## config.mk

```make
export PLATFORM = sky130hd
export DESIGN_NAME = midi_step_arpeggiator
export DESIGN_NICKNAME = d
export VERILOG_FILES = /design/src/design/msa_pkg.sv /design/src/design/msa_divider.sv /design/src/design/msa_datapath.sv /design/src/design/msa_ctrl.sv /design/src/design/midi_step_arpeggiator.sv
export SDC_FILE = /design/constraint.sdc
export NUM_CORES = 2
export LEC_CHECK = 0
export BUFFER_PORTS_ARGS = -buffer_cell sky130_fd_sc_hd__buf_4
export CORE_ASPECT_RATIO = 1.2
export CORE_MARGIN = 3
export CORE_UTILIZATION = 45
export DETAILED_ROUTE_END_ITERATION = 10
export PLACE_DENSITY = 0.67
export RECOVER_POWER = 100
export SYNTH_ARGS = -nofsm -noshare
export SYNTH_HDL_FRONTEND = slang
export SYNTH_HIERARCHICAL = 1
export SYNTH_SLANG_ARGS = --single-unit
export TNS_END_PERCENT = 5
```

## constraint.sdc

```tcl
create_clock -name clk -period 8.4 [get_ports clk]
set_clock_uncertainty 0.2 [all_clocks]
set_input_delay 1.68 -clock clk [delete_from_list [all_inputs] [get_ports clk]]
set_output_delay 1.68 -clock clk [all_outputs]
set_load 0.005 [all_outputs]
```

## src/design/msa_pkg.sv

```systemverilog
// Package for the step arpeggiator: codes, defaults, command/status structs.
// No dependencies; used by every module of the block.
`default_nettype none

package msa_pkg;

    // Default parameter values
    localparam int BUFFER_DEPTH_DEF = 16;
    localparam int STEP_TICKS_DEF   = 6;
    localparam int NOTE_TOP_DEF     = 60;

    // Fixed field widths
    localparam int TICK_W     = 32;
    localparam int NOTE_W     = 7;
    localparam int CHAN_W     = 5;
    localparam int CV_W       = 12;
    localparam int CFG_IDX_W  = 3;
    localparam int CFG_DATA_W = 8;

    // Pitch wrap and DAC full scale
    localparam int PITCH_WRAP = 60;
    localparam int CV_FULL    = 4095;
    localparam int PITCH_W    = 6;

    // Divider: quotient bits retired per cycle
    localparam int DIV_BITS  = 4;
    localparam int DIV_STEPS = TICK_W / DIV_BITS;

    // Configuration register indexes
    localparam logic [CFG_IDX_W-1:0] CFG_MIDI_CHANNEL  = 3'd0;
    localparam logic [CFG_IDX_W-1:0] CFG_RECORD_MODE   = 3'd1;
    localparam logic [CFG_IDX_W-1:0] CFG_GATE_LENGTH   = 3'd2;
    localparam logic [CFG_IDX_W-1:0] CFG_TRANSPOSE     = 3'd3;
    localparam logic [CFG_IDX_W-1:0] CFG_LOW_NOTE      = 3'd4;
    localparam logic [CFG_IDX_W-1:0] CFG_HIGH_NOTE     = 3'd5;
    localparam logic [CFG_IDX_W-1:0] CFG_RANDOM_AMOUNT = 3'd6;

    // Configuration reset values
    localparam logic [4:0]        RST_MIDI_CHANNEL  = 5'd1;
    localparam logic              RST_RECORD_MODE   = 1'b1;
    localparam logic [7:0]        RST_GATE_LENGTH   = 8'd3;
    localparam logic signed [5:0] RST_TRANSPOSE     = 6'sd0;
    localparam logic [5:0]        RST_LOW_NOTE      = 6'd0;
    localparam logic [5:0]        RST_HIGH_NOTE     = 6'd60;
    localparam logic [2:0]        RST_RANDOM_AMOUNT = 3'd0;

    // Gate action codes
    localparam logic [1:0] GATE_NONE = 2'd0;
    localparam logic [1:0] GATE_LOW  = 2'd1;
    localparam logic [1:0] GATE_HIGH = 2'd2;

    // Number of random intervals
    localparam logic [2:0] DELTA_COUNT = 3'd5;

    typedef enum logic [1:0] {
        KIND_NOTE_ON  = 2'd0,
        KIND_NOTE_OFF = 2'd1,
        KIND_TICK     = 2'd2,
        KIND_CLEAR    = 2'd3
    } kind_t;

    typedef enum logic [2:0] {
        ST_IDLE,
        ST_DECODE,
        ST_STEP,
        ST_DIV_INDEX,
        ST_READ,
        ST_PITCH,
        ST_CV,
        ST_FINISH
    } state_t;

    // Controller to datapath
    typedef struct packed {
        logic       capture;
        logic       set_gate;
        logic [1:0] gate_code;
        logic       buf_write;
        logic       clear_count;
        logic       src_note;
        logic       buf_read;
        logic       div_start;
        logic       step_load;
        logic       load_pitch;
        logic       load_cv;
        logic       set_gate_start;
        logic       out_load;
    } ctrl_cmd_t;

    // Datapath to controller
    typedef struct packed {
        kind_t kind;
        logic  note_ok;
        logic  chan_match;
        logic  record;
        logic  count_full;
        logic  count_zero;
        logic  div_done;
        logic  step_hit;
        logic  gate_off_hit;
        logic  pitch_in_range;
        logic  out_free;
    } dp_status_t;

    // Random interval by pick index; out-of-range picks give zero
    function automatic logic signed [4:0] delta_of(input logic [2:0] pick);
        logic signed [4:0] d;
        case (pick)
            3'd0:    d = -5'sd12;
            3'd1:    d = -5'sd5;
            3'd2:    d = 5'sd0;
            3'd3:    d = 5'sd7;
            3'd4:    d = 5'sd12;
            default: d = 5'sd0;
        endcase
        return d;
    endfunction

endpackage

`default_nettype wire

```

## src/design/msa_divider.sv

```systemverilog
// Sequential restoring divider, DIV_BITS quotient bits per cycle; gives the remainder.
// Depends on msa_pkg for the dividend width and step counts.
`default_nettype none

module msa_divider #(
    parameter int DIV_W = 7
) (
    input  wire logic                        clk,
    input  wire logic                        rst_n,
    input  wire logic                        start,
    input  wire logic [msa_pkg::TICK_W-1:0]  dividend,
    input  wire logic [DIV_W-1:0]            divisor,
    output logic                             done,
    output logic [DIV_W-1:0]                 remainder
);

    localparam int CNT_W = (msa_pkg::DIV_STEPS > 1) ? $clog2(msa_pkg::DIV_STEPS) : 1;

    logic [msa_pkg::TICK_W-1:0] quo_reg, quo_next;
    logic [DIV_W-1:0]           rem_reg, rem_next;
    logic [DIV_W-1:0]           dvs_reg;
    logic [CNT_W-1:0]           cnt_reg;
    logic                       busy_reg;
    logic                       done_reg;

    // DIV_BITS compare-subtract steps per cycle
    always_comb
    begin
        logic [DIV_W:0]             trial;
        logic [DIV_W-1:0]           r;
        logic [msa_pkg::TICK_W-1:0] q;
        r = rem_reg;
        q = quo_reg;
        trial = '0;
        for (int k = 0; k < msa_pkg::DIV_BITS; k++)
        begin
            trial = {r, q[msa_pkg::TICK_W-1]};
            q = {q[msa_pkg::TICK_W-2:0], 1'b0};
            if (trial >= {1'b0, dvs_reg})
            begin
                trial = trial - {1'b0, dvs_reg};
                q[0] = 1'b1;
            end
            r = trial[DIV_W-1:0];
        end
        quo_next = q;
        rem_next = r;
    end

    // Control: busy flag, step counter, done pulse
    always_ff @(posedge clk or negedge rst_n)
    begin
        if (!rst_n)
        begin
            busy_reg <= 1'b0;
            done_reg <= 1'b0;
            cnt_reg  <= '0;
        end
        else
        begin
            done_reg <= 1'b0;
            if (start)
            begin
                busy_reg <= 1'b1;
                cnt_reg  <= '0;
            end
            else if (busy_reg)
            begin
                cnt_reg <= cnt_reg + 1'b1;
                if (cnt_reg == CNT_W'(msa_pkg::DIV_STEPS - 1))
                begin
                    busy_reg <= 1'b0;
                    done_reg <= 1'b1;
                end
            end
        end
    end

    // Operands and partial results
    always_ff @(posedge clk)
    begin
        if (start)
        begin
            quo_reg <= dividend;
            rem_reg <= '0;
            dvs_reg <= divisor;
        end
        else if (busy_reg)
        begin
            quo_reg <= quo_next;
            rem_reg <= rem_next;
        end
    end

    assign done      = done_reg;
    assign remainder = rem_reg;

endmodule

`default_nettype wire

```

## src/design/msa_datapath.sv

```systemverilog
// Datapath: config registers, item capture, note buffer, step reciprocal, divider,
// pitch/CV, output register. Depends on msa_pkg and msa_divider.
`default_nettype none

module msa_datapath #(
    parameter int BUFFER_DEPTH = msa_pkg::BUFFER_DEPTH_DEF,
    parameter int STEP_TICKS   = msa_pkg::STEP_TICKS_DEF,
    parameter int NOTE_TOP     = msa_pkg::NOTE_TOP_DEF
) (
    input  wire logic                           clk,
    input  wire logic                           rst_n,
    // configuration
    input  wire logic                           cfg_write,
    input  wire logic [msa_pkg::CFG_IDX_W-1:0]  cfg_index,
    input  wire logic [msa_pkg::CFG_DATA_W-1:0] cfg_data,
    // input item
    input  wire logic [1:0]                     kind,
    input  wire logic [msa_pkg::CHAN_W-1:0]     event_channel,
    input  wire logic [msa_pkg::NOTE_W-1:0]     note,
    input  wire logic [msa_pkg::TICK_W-1:0]     tick_count,
    input  wire logic [2:0]                     rand_chance,
    input  wire logic [2:0]                     rand_pick,
    // result item
    input  wire logic                           out_stall,
    output logic                                out_valid,
    output logic [1:0]                          gate_action,
    output logic                                cv_valid,
    output logic [msa_pkg::CV_W-1:0]            cv_value,
    // controller link
    input  wire msa_pkg::ctrl_cmd_t             cmd,
    output msa_pkg::dp_status_t                 status
);

    localparam int CNT_W = $clog2(BUFFER_DEPTH + 1);
    localparam int IDX_W = (BUFFER_DEPTH > 1) ? $clog2(BUFFER_DEPTH) : 1;
    localparam int DIV_W = CNT_W;

    // Reciprocal of the step period, exact for every 32-bit tick
    localparam int              STEP_L  = $clog2(STEP_TICKS);
    localparam int              STEP_SH = msa_pkg::TICK_W + STEP_L;
    localparam longint unsigned STEP_M  = ((64'd1 << STEP_SH) / 64'(STEP_TICKS)) + 64'd1;
    localparam logic [32:0]     STEP_MAGIC = 33'(STEP_M);
    localparam int              PROD_W  = msa_pkg::TICK_W + 33;

    // Configuration registers
    logic [4:0]        midi_channel_reg;
    logic              record_mode_reg;
    logic [7:0]        gate_length_reg;
    logic signed [5:0] transpose_reg;
    logic [5:0]        low_note_reg;
    logic [5:0]        high_note_reg;
    logic [2:0]        random_amount_reg;

    // Captured item
    logic [1:0]                 kind_reg;
    logic [msa_pkg::CHAN_W-1:0] chan_reg;
    logic [msa_pkg::NOTE_W-1:0] note_reg;
    logic [msa_pkg::TICK_W-1:0] tick_reg;
    logic [2:0]                 chance_reg;
    logic [2:0]                 pick_reg;

    // Block state
    logic [CNT_W-1:0]           count_reg;
    logic [msa_pkg::TICK_W-1:0] gate_start_reg;
    logic [msa_pkg::NOTE_W-1:0] note_mem [BUFFER_DEPTH];
    logic [msa_pkg::NOTE_W-1:0] pitch_src_reg;

    // Pitch and result
    logic [msa_pkg::PITCH_W-1:0] p_reg, p_next;
    logic [1:0]                  res_gate_reg;
    logic                        res_cv_valid_reg;
    logic [msa_pkg::CV_W-1:0]    res_cv_reg;

    // Output register
    logic                     out_valid_reg;
    logic [1:0]               out_gate_reg;
    logic                     out_cv_valid_reg;
    logic [msa_pkg::CV_W-1:0] out_cv_reg;

    // Step quotient
    logic [PROD_W-1:0]          step_prod;
    logic [msa_pkg::TICK_W-1:0] step_quo_reg, step_quo_next;

    // Divider link
    logic                       div_done;
    logic [DIV_W-1:0]           div_rem;

    logic [msa_pkg::CV_W-1:0] cv_lut [msa_pkg::PITCH_WRAP];

    // CV table, worked out at elaboration
    for (genvar gi = 0; gi < msa_pkg::PITCH_WRAP; gi++)
    begin : g_cv
        localparam int RAW = (2 * msa_pkg::CV_FULL * gi + NOTE_TOP) / (2 * NOTE_TOP);
        localparam int SAT = (RAW > msa_pkg::CV_FULL) ? msa_pkg::CV_FULL : RAW;
        assign cv_lut[gi] = msa_pkg::CV_W'(SAT);
    end

    // Configuration writes
    always_ff @(posedge clk or negedge rst_n)
    begin
        if (!rst_n)
        begin
            midi_channel_reg  <= msa_pkg::RST_MIDI_CHANNEL;
            record_mode_reg   <= msa_pkg::RST_RECORD_MODE;
            gate_length_reg   <= msa_pkg::RST_GATE_LENGTH;
            transpose_reg     <= msa_pkg::RST_TRANSPOSE;
            low_note_reg      <= msa_pkg::RST_LOW_NOTE;
            high_note_reg     <= msa_pkg::RST_HIGH_NOTE;
            random_amount_reg <= msa_pkg::RST_RANDOM_AMOUNT;
        end
        else if (cfg_write)
        begin
            case (cfg_index)
                msa_pkg::CFG_MIDI_CHANNEL:  midi_channel_reg  <= cfg_data[4:0];
                msa_pkg::CFG_RECORD_MODE:   record_mode_reg   <= cfg_data[0];
                msa_pkg::CFG_GATE_LENGTH:   gate_length_reg   <= cfg_data;
                msa_pkg::CFG_TRANSPOSE:     transpose_reg     <= $signed(cfg_data[5:0]);
                msa_pkg::CFG_LOW_NOTE:      low_note_reg      <= cfg_data[5:0];
                msa_pkg::CFG_HIGH_NOTE:     high_note_reg     <= cfg_data[5:0];
                msa_pkg::CFG_RANDOM_AMOUNT: random_amount_reg <= cfg_data[2:0];
                default:                    ;
            endcase
        end
    end

    // Item capture
    always_ff @(posedge clk)
    begin
        if (cmd.capture)
        begin
            kind_reg   <= kind;
            chan_reg   <= event_channel;
            note_reg   <= note;
            tick_reg   <= tick_count;
            chance_reg <= rand_chance;
            pick_reg   <= rand_pick;
        end
    end

    // Fill count and gate start tick
    always_ff @(posedge clk or negedge rst_n)
    begin
        if (!rst_n)
        begin
            count_reg      <= '0;
            gate_start_reg <= '0;
        end
        else
        begin
            if (cmd.clear_count)
                count_reg <= '0;
            else if (cmd.buf_write)
                count_reg <= count_reg + 1'b1;
            if (cmd.set_gate_start)
                gate_start_reg <= tick_reg;
        end
    end

    // Note buffer: one write port, one registered read port
    always_ff @(posedge clk)
    begin
        if (cmd.buf_write)
            note_mem[count_reg[IDX_W-1:0]] <= note_reg;
    end

    always_ff @(posedge clk)
    begin
        if (cmd.buf_read)
            pitch_src_reg <= note_mem[div_rem[IDX_W-1:0]];
        else if (cmd.src_note)
            pitch_src_reg <= note_reg;
    end

    // Step quotient: tick / STEP_TICKS by reciprocal multiply and shift
    assign step_prod     = PROD_W'(tick_reg) * PROD_W'(STEP_MAGIC);
    assign step_quo_next = msa_pkg::TICK_W'(step_prod >> STEP_SH);

    always_ff @(posedge clk)
    begin
        if (cmd.step_load)
            step_quo_reg <= step_quo_next;
    end

    // Step index: quotient mod fill count
    msa_divider #(
        .DIV_W (DIV_W)
    ) u_div (
        .clk       (clk),
        .rst_n     (rst_n),
        .start     (cmd.div_start),
        .dividend  (step_quo_reg),
        .divisor   (count_reg),
        .done      (div_done),
        .remainder (div_rem)
    );

    // Output pitch: add offsets, then wrap into the PITCH_WRAP span, 0 to 59
    always_comb
    begin
        logic signed [4:0] delta;
        logic signed [8:0] sum;
        logic [7:0]        u;
        if (chance_reg < random_amount_reg && pick_reg < msa_pkg::DELTA_COUNT)
            delta = msa_pkg::delta_of(pick_reg);
        else
            delta = 5'sd0;
        sum = $signed({2'b00, pitch_src_reg}) + 9'sd60 + 9'(transpose_reg) + 9'(delta);
        u = sum[7:0];
        if (u >= 8'(3 * msa_pkg::PITCH_WRAP))
            p_next = msa_pkg::PITCH_W'(u - 8'(3 * msa_pkg::PITCH_WRAP));
        else if (u >= 8'(2 * msa_pkg::PITCH_WRAP))
            p_next = msa_pkg::PITCH_W'(u - 8'(2 * msa_pkg::PITCH_WRAP));
        else if (u >= 8'(msa_pkg::PITCH_WRAP))
            p_next = msa_pkg::PITCH_W'(u - 8'(msa_pkg::PITCH_WRAP));
        else
            p_next = msa_pkg::PITCH_W'(u);
    end

    // Pitch and result registers
    always_ff @(posedge clk)
    begin
        if (cmd.load_pitch)
            p_reg <= p_next;
        if (cmd.capture)
        begin
            res_gate_reg     <= msa_pkg::GATE_NONE;
            res_cv_valid_reg <= 1'b0;
            res_cv_reg       <= '0;
        end
        else
        begin
            if (cmd.set_gate)
                res_gate_reg <= cmd.gate_code;
            if (cmd.load_cv)
            begin
                res_cv_valid_reg <= 1'b1;
                res_cv_reg       <= cv_lut[p_reg];
            end
        end
    end

    // Output register: holds a transaction until it is taken
    always_ff @(posedge clk or negedge rst_n)
    begin
        if (!rst_n)
            out_valid_reg <= 1'b0;
        else if (cmd.out_load)
            out_valid_reg <= 1'b1;
        else if (!out_stall)
            out_valid_reg <= 1'b0;
    end

    always_ff @(posedge clk)
    begin
        if (cmd.out_load)
        begin
            out_gate_reg     <= res_gate_reg;
            out_cv_valid_reg <= res_cv_valid_reg;
            out_cv_reg       <= res_cv_reg;
        end
    end

    assign out_valid   = out_valid_reg;
    assign gate_action = out_gate_reg;
    assign cv_valid    = out_cv_valid_reg;
    assign cv_value    = out_cv_reg;

    // Status toward the controller
    always_comb
    begin
        status.kind       = msa_pkg::kind_t'(kind_reg);
        status.chan_match = (chan_reg == midi_channel_reg);
        status.note_ok    = status.chan_match
                            && (note_reg <= msa_pkg::NOTE_W'(NOTE_TOP))
                            && ({1'b0, low_note_reg} <= note_reg);
        status.record     = record_mode_reg;
        status.count_full = (count_reg >= CNT_W'(BUFFER_DEPTH));
        status.count_zero = (count_reg == '0);
        status.div_done   = div_done;
        status.step_hit   = (tick_reg == msa_pkg::TICK_W'(step_quo_reg
                                                          * msa_pkg::TICK_W'(STEP_TICKS)));
        status.gate_off_hit = ((tick_reg - gate_start_reg)
                               == msa_pkg::TICK_W'(gate_length_reg));
        status.pitch_in_range = ({1'b0, low_note_reg} <= pitch_src_reg)
                                && (pitch_src_reg < {1'b0, high_note_reg});
        status.out_free   = !out_valid_reg || !out_stall;
    end

endmodule

`default_nettype wire

```

## src/design/msa_ctrl.sv

```systemverilog
// Controller state machine: sequences one item through the datapath.
// Depends on msa_pkg for states, command and status structs.
`default_nettype none

module msa_ctrl (
    input  wire logic                clk,
    input  wire logic                rst_n,
    input  wire logic                in_valid,
    output logic                     in_stall,
    input  wire msa_pkg::dp_status_t status,
    output msa_pkg::ctrl_cmd_t       cmd
);

    msa_pkg::state_t state_reg, state_next;

    always_ff @(posedge clk or negedge rst_n)
    begin
        if (!rst_n)
            state_reg <= msa_pkg::ST_IDLE;
        else
            state_reg <= state_next;
    end

    // Next state and commands
    always_comb
    begin
        state_next = state_reg;
        cmd        = '0;
        in_stall   = (state_reg != msa_pkg::ST_IDLE);
        case (state_reg)
            msa_pkg::ST_IDLE:
            begin
                if (in_valid)
                begin
                    cmd.capture = 1'b1;
                    state_next  = msa_pkg::ST_DECODE;
                end
            end
            msa_pkg::ST_DECODE:
            begin
                state_next = msa_pkg::ST_FINISH;
                case (status.kind)
                    msa_pkg::KIND_NOTE_ON:
                    begin
                        if (status.note_ok)
                        begin
                            cmd.set_gate  = 1'b1;
                            cmd.gate_code = msa_pkg::GATE_HIGH;
                            cmd.src_note  = 1'b1;
                            cmd.buf_write = status.record && !status.count_full;
                            state_next    = msa_pkg::ST_PITCH;
                        end
                    end
                    msa_pkg::KIND_NOTE_OFF:
                    begin
                        if (status.chan_match)
                        begin
                            cmd.set_gate  = 1'b1;
                            cmd.gate_code = msa_pkg::GATE_LOW;
                        end
                    end
                    msa_pkg::KIND_CLEAR:
                    begin
                        cmd.clear_count = 1'b1;
                        cmd.set_gate    = 1'b1;
                        cmd.gate_code   = msa_pkg::GATE_LOW;
                    end
                    msa_pkg::KIND_TICK:
                    begin
                        if (!status.record && !status.count_zero)
                        begin
                            cmd.step_load = 1'b1;
                            state_next    = msa_pkg::ST_STEP;
                        end
                    end
                    default: ;
                endcase
            end
            msa_pkg::ST_STEP:
            begin
                // tick on a step boundary plays, otherwise test the gate-off
                if (status.step_hit)
                begin
                    cmd.div_start = 1'b1;
                    state_next    = msa_pkg::ST_DIV_INDEX;
                end
                else
                begin
                    if (status.gate_off_hit)
                    begin
                        cmd.set_gate  = 1'b1;
                        cmd.gate_code = msa_pkg::GATE_LOW;
                    end
                    state_next = msa_pkg::ST_FINISH;
                end
            end
            msa_pkg::ST_DIV_INDEX:
            begin
                if (status.div_done)
                begin
                    cmd.buf_read = 1'b1;
                    state_next   = msa_pkg::ST_READ;
                end
            end
            msa_pkg::ST_READ:
            begin
                if (status.pitch_in_range)
                begin
                    cmd.set_gate       = 1'b1;
                    cmd.gate_code      = msa_pkg::GATE_HIGH;
                    cmd.set_gate_start = 1'b1;
                    state_next         = msa_pkg::ST_PITCH;
                end
                else
                    state_next = msa_pkg::ST_FINISH;
            end
            msa_pkg::ST_PITCH:
            begin
                cmd.load_pitch = 1'b1;
                state_next     = msa_pkg::ST_CV;
            end
            msa_pkg::ST_CV:
            begin
                cmd.load_cv = 1'b1;
                state_next  = msa_pkg::ST_FINISH;
            end
            msa_pkg::ST_FINISH:
            begin
                if (status.out_free)
                begin
                    cmd.out_load = 1'b1;
                    state_next   = msa_pkg::ST_IDLE;
                end
            end
            default:
                state_next = msa_pkg::ST_IDLE;
        endcase
    end

endmodule

`default_nettype wire

```

## src/design/midi_step_arpeggiator.sv

```systemverilog
// Top level of the MIDI step arpeggiator: controller plus datapath.
// Depends on msa_pkg, msa_ctrl, msa_datapath (and msa_divider below it).
//
//   channel | handshake             | payload
//   --------+-----------------------+-----------------------------------------------
//   in      | in_valid / in_stall   | kind, event_channel, note, tick_count,
//           |                       | rand_chance, rand_pick
//   out     | out_valid / out_stall | gate_action, cv_valid, cv_value
//   cfg     | cfg_write             | cfg_index, cfg_data
//
// Path per item: an accepted note-on goes through decode, pitch, CV and finish;
// note-off, clear, refused note or idle tick through decode and finish; off-step tick
// through decode, step and finish. Step ticks take tick/STEP_TICKS by reciprocal
// multiply, then quotient mod fill count in a divider retiring 4 bits a cycle.
// One item in flight; in_stall is high from accept until the result enters the
// output register, which holds it under out_stall. Async reset, no clearing pass.
`default_nettype none

module midi_step_arpeggiator #(
    parameter int BUFFER_DEPTH = msa_pkg::BUFFER_DEPTH_DEF,
    parameter int STEP_TICKS   = msa_pkg::STEP_TICKS_DEF,
    parameter int NOTE_TOP     = msa_pkg::NOTE_TOP_DEF
) (
    input  wire logic                           clk,
    input  wire logic                           rst_n,
    input  wire logic                           cfg_write,
    input  wire logic [msa_pkg::CFG_IDX_W-1:0]  cfg_index,
    input  wire logic [msa_pkg::CFG_DATA_W-1:0] cfg_data,
    input  wire logic                           in_valid,
    output logic                                in_stall,
    input  wire logic [1:0]                     kind,
    input  wire logic [msa_pkg::CHAN_W-1:0]     event_channel,
    input  wire logic [msa_pkg::NOTE_W-1:0]     note,
    input  wire logic [msa_pkg::TICK_W-1:0]     tick_count,
    input  wire logic [2:0]                     rand_chance,
    input  wire logic [2:0]                     rand_pick,
    output logic                                out_valid,
    input  wire logic                           out_stall,
    output logic [1:0]                          gate_action,
    output logic                                cv_valid,
    output logic [msa_pkg::CV_W-1:0]            cv_value
);

    msa_pkg::ctrl_cmd_t  cmd;
    msa_pkg::dp_status_t status;

    msa_ctrl u_ctrl (
        .clk      (clk),
        .rst_n    (rst_n),
        .in_valid (in_valid),
        .in_stall (in_stall),
        .status   (status),
        .cmd      (cmd)
    );

    msa_datapath #(
        .BUFFER_DEPTH (BUFFER_DEPTH),
        .STEP_TICKS   (STEP_TICKS),
        .NOTE_TOP     (NOTE_TOP)
    ) u_dp (
        .clk           (clk),
        .rst_n         (rst_n),
        .cfg_write     (cfg_write),
        .cfg_index     (cfg_index),
        .cfg_data      (cfg_data),
        .kind          (kind),
        .event_channel (event_channel),
        .note          (note),
        .tick_count    (tick_count),
        .rand_chance   (rand_chance),
        .rand_pick     (rand_pick),
        .out_stall     (out_stall),
        .out_valid     (out_valid),
        .gate_action   (gate_action),
        .cv_valid      (cv_valid),
        .cv_value      (cv_value),
        .cmd           (cmd),
        .status        (status)
    );

endmodule

`default_nettype wire

```

==> results.sh <==
export IMPL_portBuffers=84
export IMPL_setup_viol=0
export IMPL_end_kind="register"
export IMPL_hold_violations=0
export IMPL_drtPass1Iterations=5
export IMPL_worst_path_max_delay_cell="fa_2"
export IMPL_cp_start_kind="register"
export IMPL_layout_commonest_cell="inv_1"
export IMPL_grt_max_degree=63
export IMPL_drt_met1_wl_microns=41800
export IMPL_syn_area_sq_mm=0.0360
export IMPL_synth_top_area_cell="edfxtp_1"
export IMPL_top_layer="met4"
export IMPL_synthCells=3309
export IMPL_grt_pass1_vias=25700
export IMPL_wl_met2_microns=48400
export IMPL_met3_length_microns=5510
export IMPL_antenna_found_initial=1
export IMPL_initial_core_util_pct=45.9
export IMPL_avgSynthCellArea_sq_um=10.9
export IMPL_cpPeakStageDelay_ns=0.61
export IMPL_drv_cap=9
export IMPL_rows=112
export IMPL_core_area_sq_mm=0.0785
export IMPL_syn_to_final_growth_pct=10.7
export IMPL_ys_warn_count=6
export IMPL_die_h_microns=316
export IMPL_antenna_left=0
export IMPL_io_pins=85
export IMPL_crit_path_max_fanout=5
export IMPL_relSlewSlack_pct=-87.7
export IMPL_setup_slack_ns=0.333
export IMPL_die_area_sq_mm=0.0834
export IMPL_dp_slack_ns=-0.0251
export IMPL_worstPathRequired_ns=8.51
export IMPL_largest_reg_flops=112
export IMPL_hold_buffers=0
export IMPL_async_flop_share_pct=22.9
export IMPL_vias_per_cell=5.53
export IMPL_grt_pass1_wl_microns=154000
export IMPL_mostFrequentLayoutCells="inv_1 (656), ha_1 (490), fa_1 (362), edfxtp_1 (256), a21oi_1 (155)"
export IMPL_critical_path_arrival_ns=8.18
export IMPL_clock_sinks=354
export IMPL_die_w_microns=264
export IMPL_violations="max-capacitance violations, max-slew violations"
export IMPL_htree_levels=2
export IMPL_routed_wl_microns=99800
export IMPL_seq_area_frac_synth_pct=28.0
export IMPL_min_period_over_period_pct=96.0
export IMPL_status="finished with violations"
export IMPL_nNetsFinal=4409
export IMPL_grt_ovfl_total=0
export IMPL_route_vias_total=25100
export IMPL_ys_ff_latch=354
export IMPL_drive_gt1_share_pct=10.5
export IMPL_root_buffer="clkbuf_16"
export IMPL_post_synth_top_area_fraction_pct=21.4
export IMPL_track_usage_pct=24.1
export IMPL_cts_tree="built"
export IMPL_cts_max_path_buffers=3
export IMPL_drt_iter0_drc=1882
export IMPL_hpwlAfterDp_microns=83200
export IMPL_wire_per_inst_microns=22.0
export IMPL_r2r_start="u_dp/tick_reg[22]$_DFFE_PP_"
export IMPL_clock_fmax_ghz=0.124
export IMPL_fillCellCount=7059
export IMPL_final_max_slew_viol_count=346
export IMPL_num_antenna_cells=0
export IMPL_critPathKind="register to register"
export IMPL_cts_buffers=41
export IMPL_fin_crit_ns=8.07
export IMPL_hold_class="register to register"
export IMPL_route_detailed_drc=0
export IMPL_synthDistinctLibCells=97
export IMPL_hold_start="u_dp/res_cv_reg[6]$_SDFFE_PP0P_"
export IMPL_routabilityCongestion=1.03
export IMPL_netlist_top_cells_area="edfxtp_1 (21%), fa_1 (20%), ha_1 (17%), inv_1 (6.8%), dfrtp_1 (5.1%)"
export IMPL_worstMarginPinSlew_ns=2.80
export IMPL_critPathLaunch="u_dp/tick_reg[22]$_DFFE_PP_"
export IMPL_clk_latency_ns=0.59
export IMPL_path_clk_slew_ns=0.06
export IMPL_synth_edf_count=256
export IMPL_synth_ff_type="edfxtp_1"
[metal layers]
layer,vias up,GRT usage [%]
li1,11600,-
met1,12600,31.9
met2,745,41.0
met3,174,3.28
met4,0,8.25
met5,-,0
[kinds of logic (layout without fill, tap and decap cells)]
logic type                 count (synthesis)  in the layout  synth area share, %
DFF                                      354            354                 28.0
buffers and inverters                    714            921                 7.53
xor gates and xnor gates                 166            166                 4.04
and+or+nand+nor                          543            543                 7.82
other                                      1              2               0.0104
muxes                                    135            135                 5.28
AOI/OAI and AO/OA                        540            540                 10.0
adders and majority gates                856            856                 37.4
[synth_stat cells (all sizes together) (45+ instances only)]
cell type and number:
xor2 72, a21oi 160, xnor2 94, dfrtp 73, edfxtp 256, mux2 77, nor2 117, nand2 142
inv 656, a21o 93, o21ai 104, clkbuf 45, fa 364, ha 492
[repair_timing]
item	4_1_cts	5_1_grt
buffers inserted	0	16
endpoints found under the setup margin	1	11
pin swaps	0	1
resized for setup	1	12
[worst paths after layout]
kind | to | slack, ns | depth (start not counted)
setup / recovery | u_dp/step_quo_reg[23]$_DFFE_PP_ | 0.33 | 27
hold / removal | u_dp/cv_value[6]$_DFFE_PP_ | 0.23 | 0
setup reg to reg | u_dp/step_quo_reg[23]$_DFFE_PP_ | 0.33 | 27
hold reg to reg | u_dp/cv_value[6]$_DFFE_PP_ | 0.23 | 0
max in group asynchronous | u_dp/gate_length_reg[2]$_DFFE_PN0P_ | 3.03 | 2
min in group asynchronous | u_dp/low_note_reg[0]$_DFFE_PN0P_ | 1.69 | 1
[layout make-up]
class | instances | area, sq um | share of cell area, %
inverter | 656 | 2460 | 6.18
clock buffer | 59 | 1240 | 3.11
multi-input combinational | 2242 | 23300 | 58.5
timing repair buffer | 190 | 1250 | 3.13
sequential | 354 | 10100 | 25.3
tap | 1026 | 1280 | 3.22
clock inverter | 16 | 243 | 0.610
[through the flow]
| stage | util, % | std cells | setup TNS [ns] | instance area, sq um | hold WS, ns |
|---|---|---|---|---|---|
| 2_1_floorplan | - | 3310 | 0 | 36000 | 0.208 |
| 3_3_place_gp | 48.9 | 4452 | 0 | 38400 | 0.214 |
| 3_5_place_dp | 48.9 | 4452 | -0.0251 | 38400 | 0.215 |
| 4_1_cts | 50.8 | 4527 | 0 | 39800 | 0.228 |
| 5_1_grt | 50.7 | 4543 | -0.0244 | 39800 | 0.243 |
| 6_report | 50.7 | 4543 | 0 | 39800 | 0.228 |
[worst max-delay path, delay by kind of cell, from the launching register on]
kind	cells	cell delay (ns)
adder cells (fa/ha/maj)	9	4.45
AO/OA/AOI/OAI	5	1.04
AND/OR/NAND/NOR	5	0.95
buffers and inverters	7	0.61
flip-flops	1	0.48
XOR/XNOR	1	0.09
Power is not shown: default switching activity piles up to over one toggle a cycle in this logic, so the estimate is an artifact.
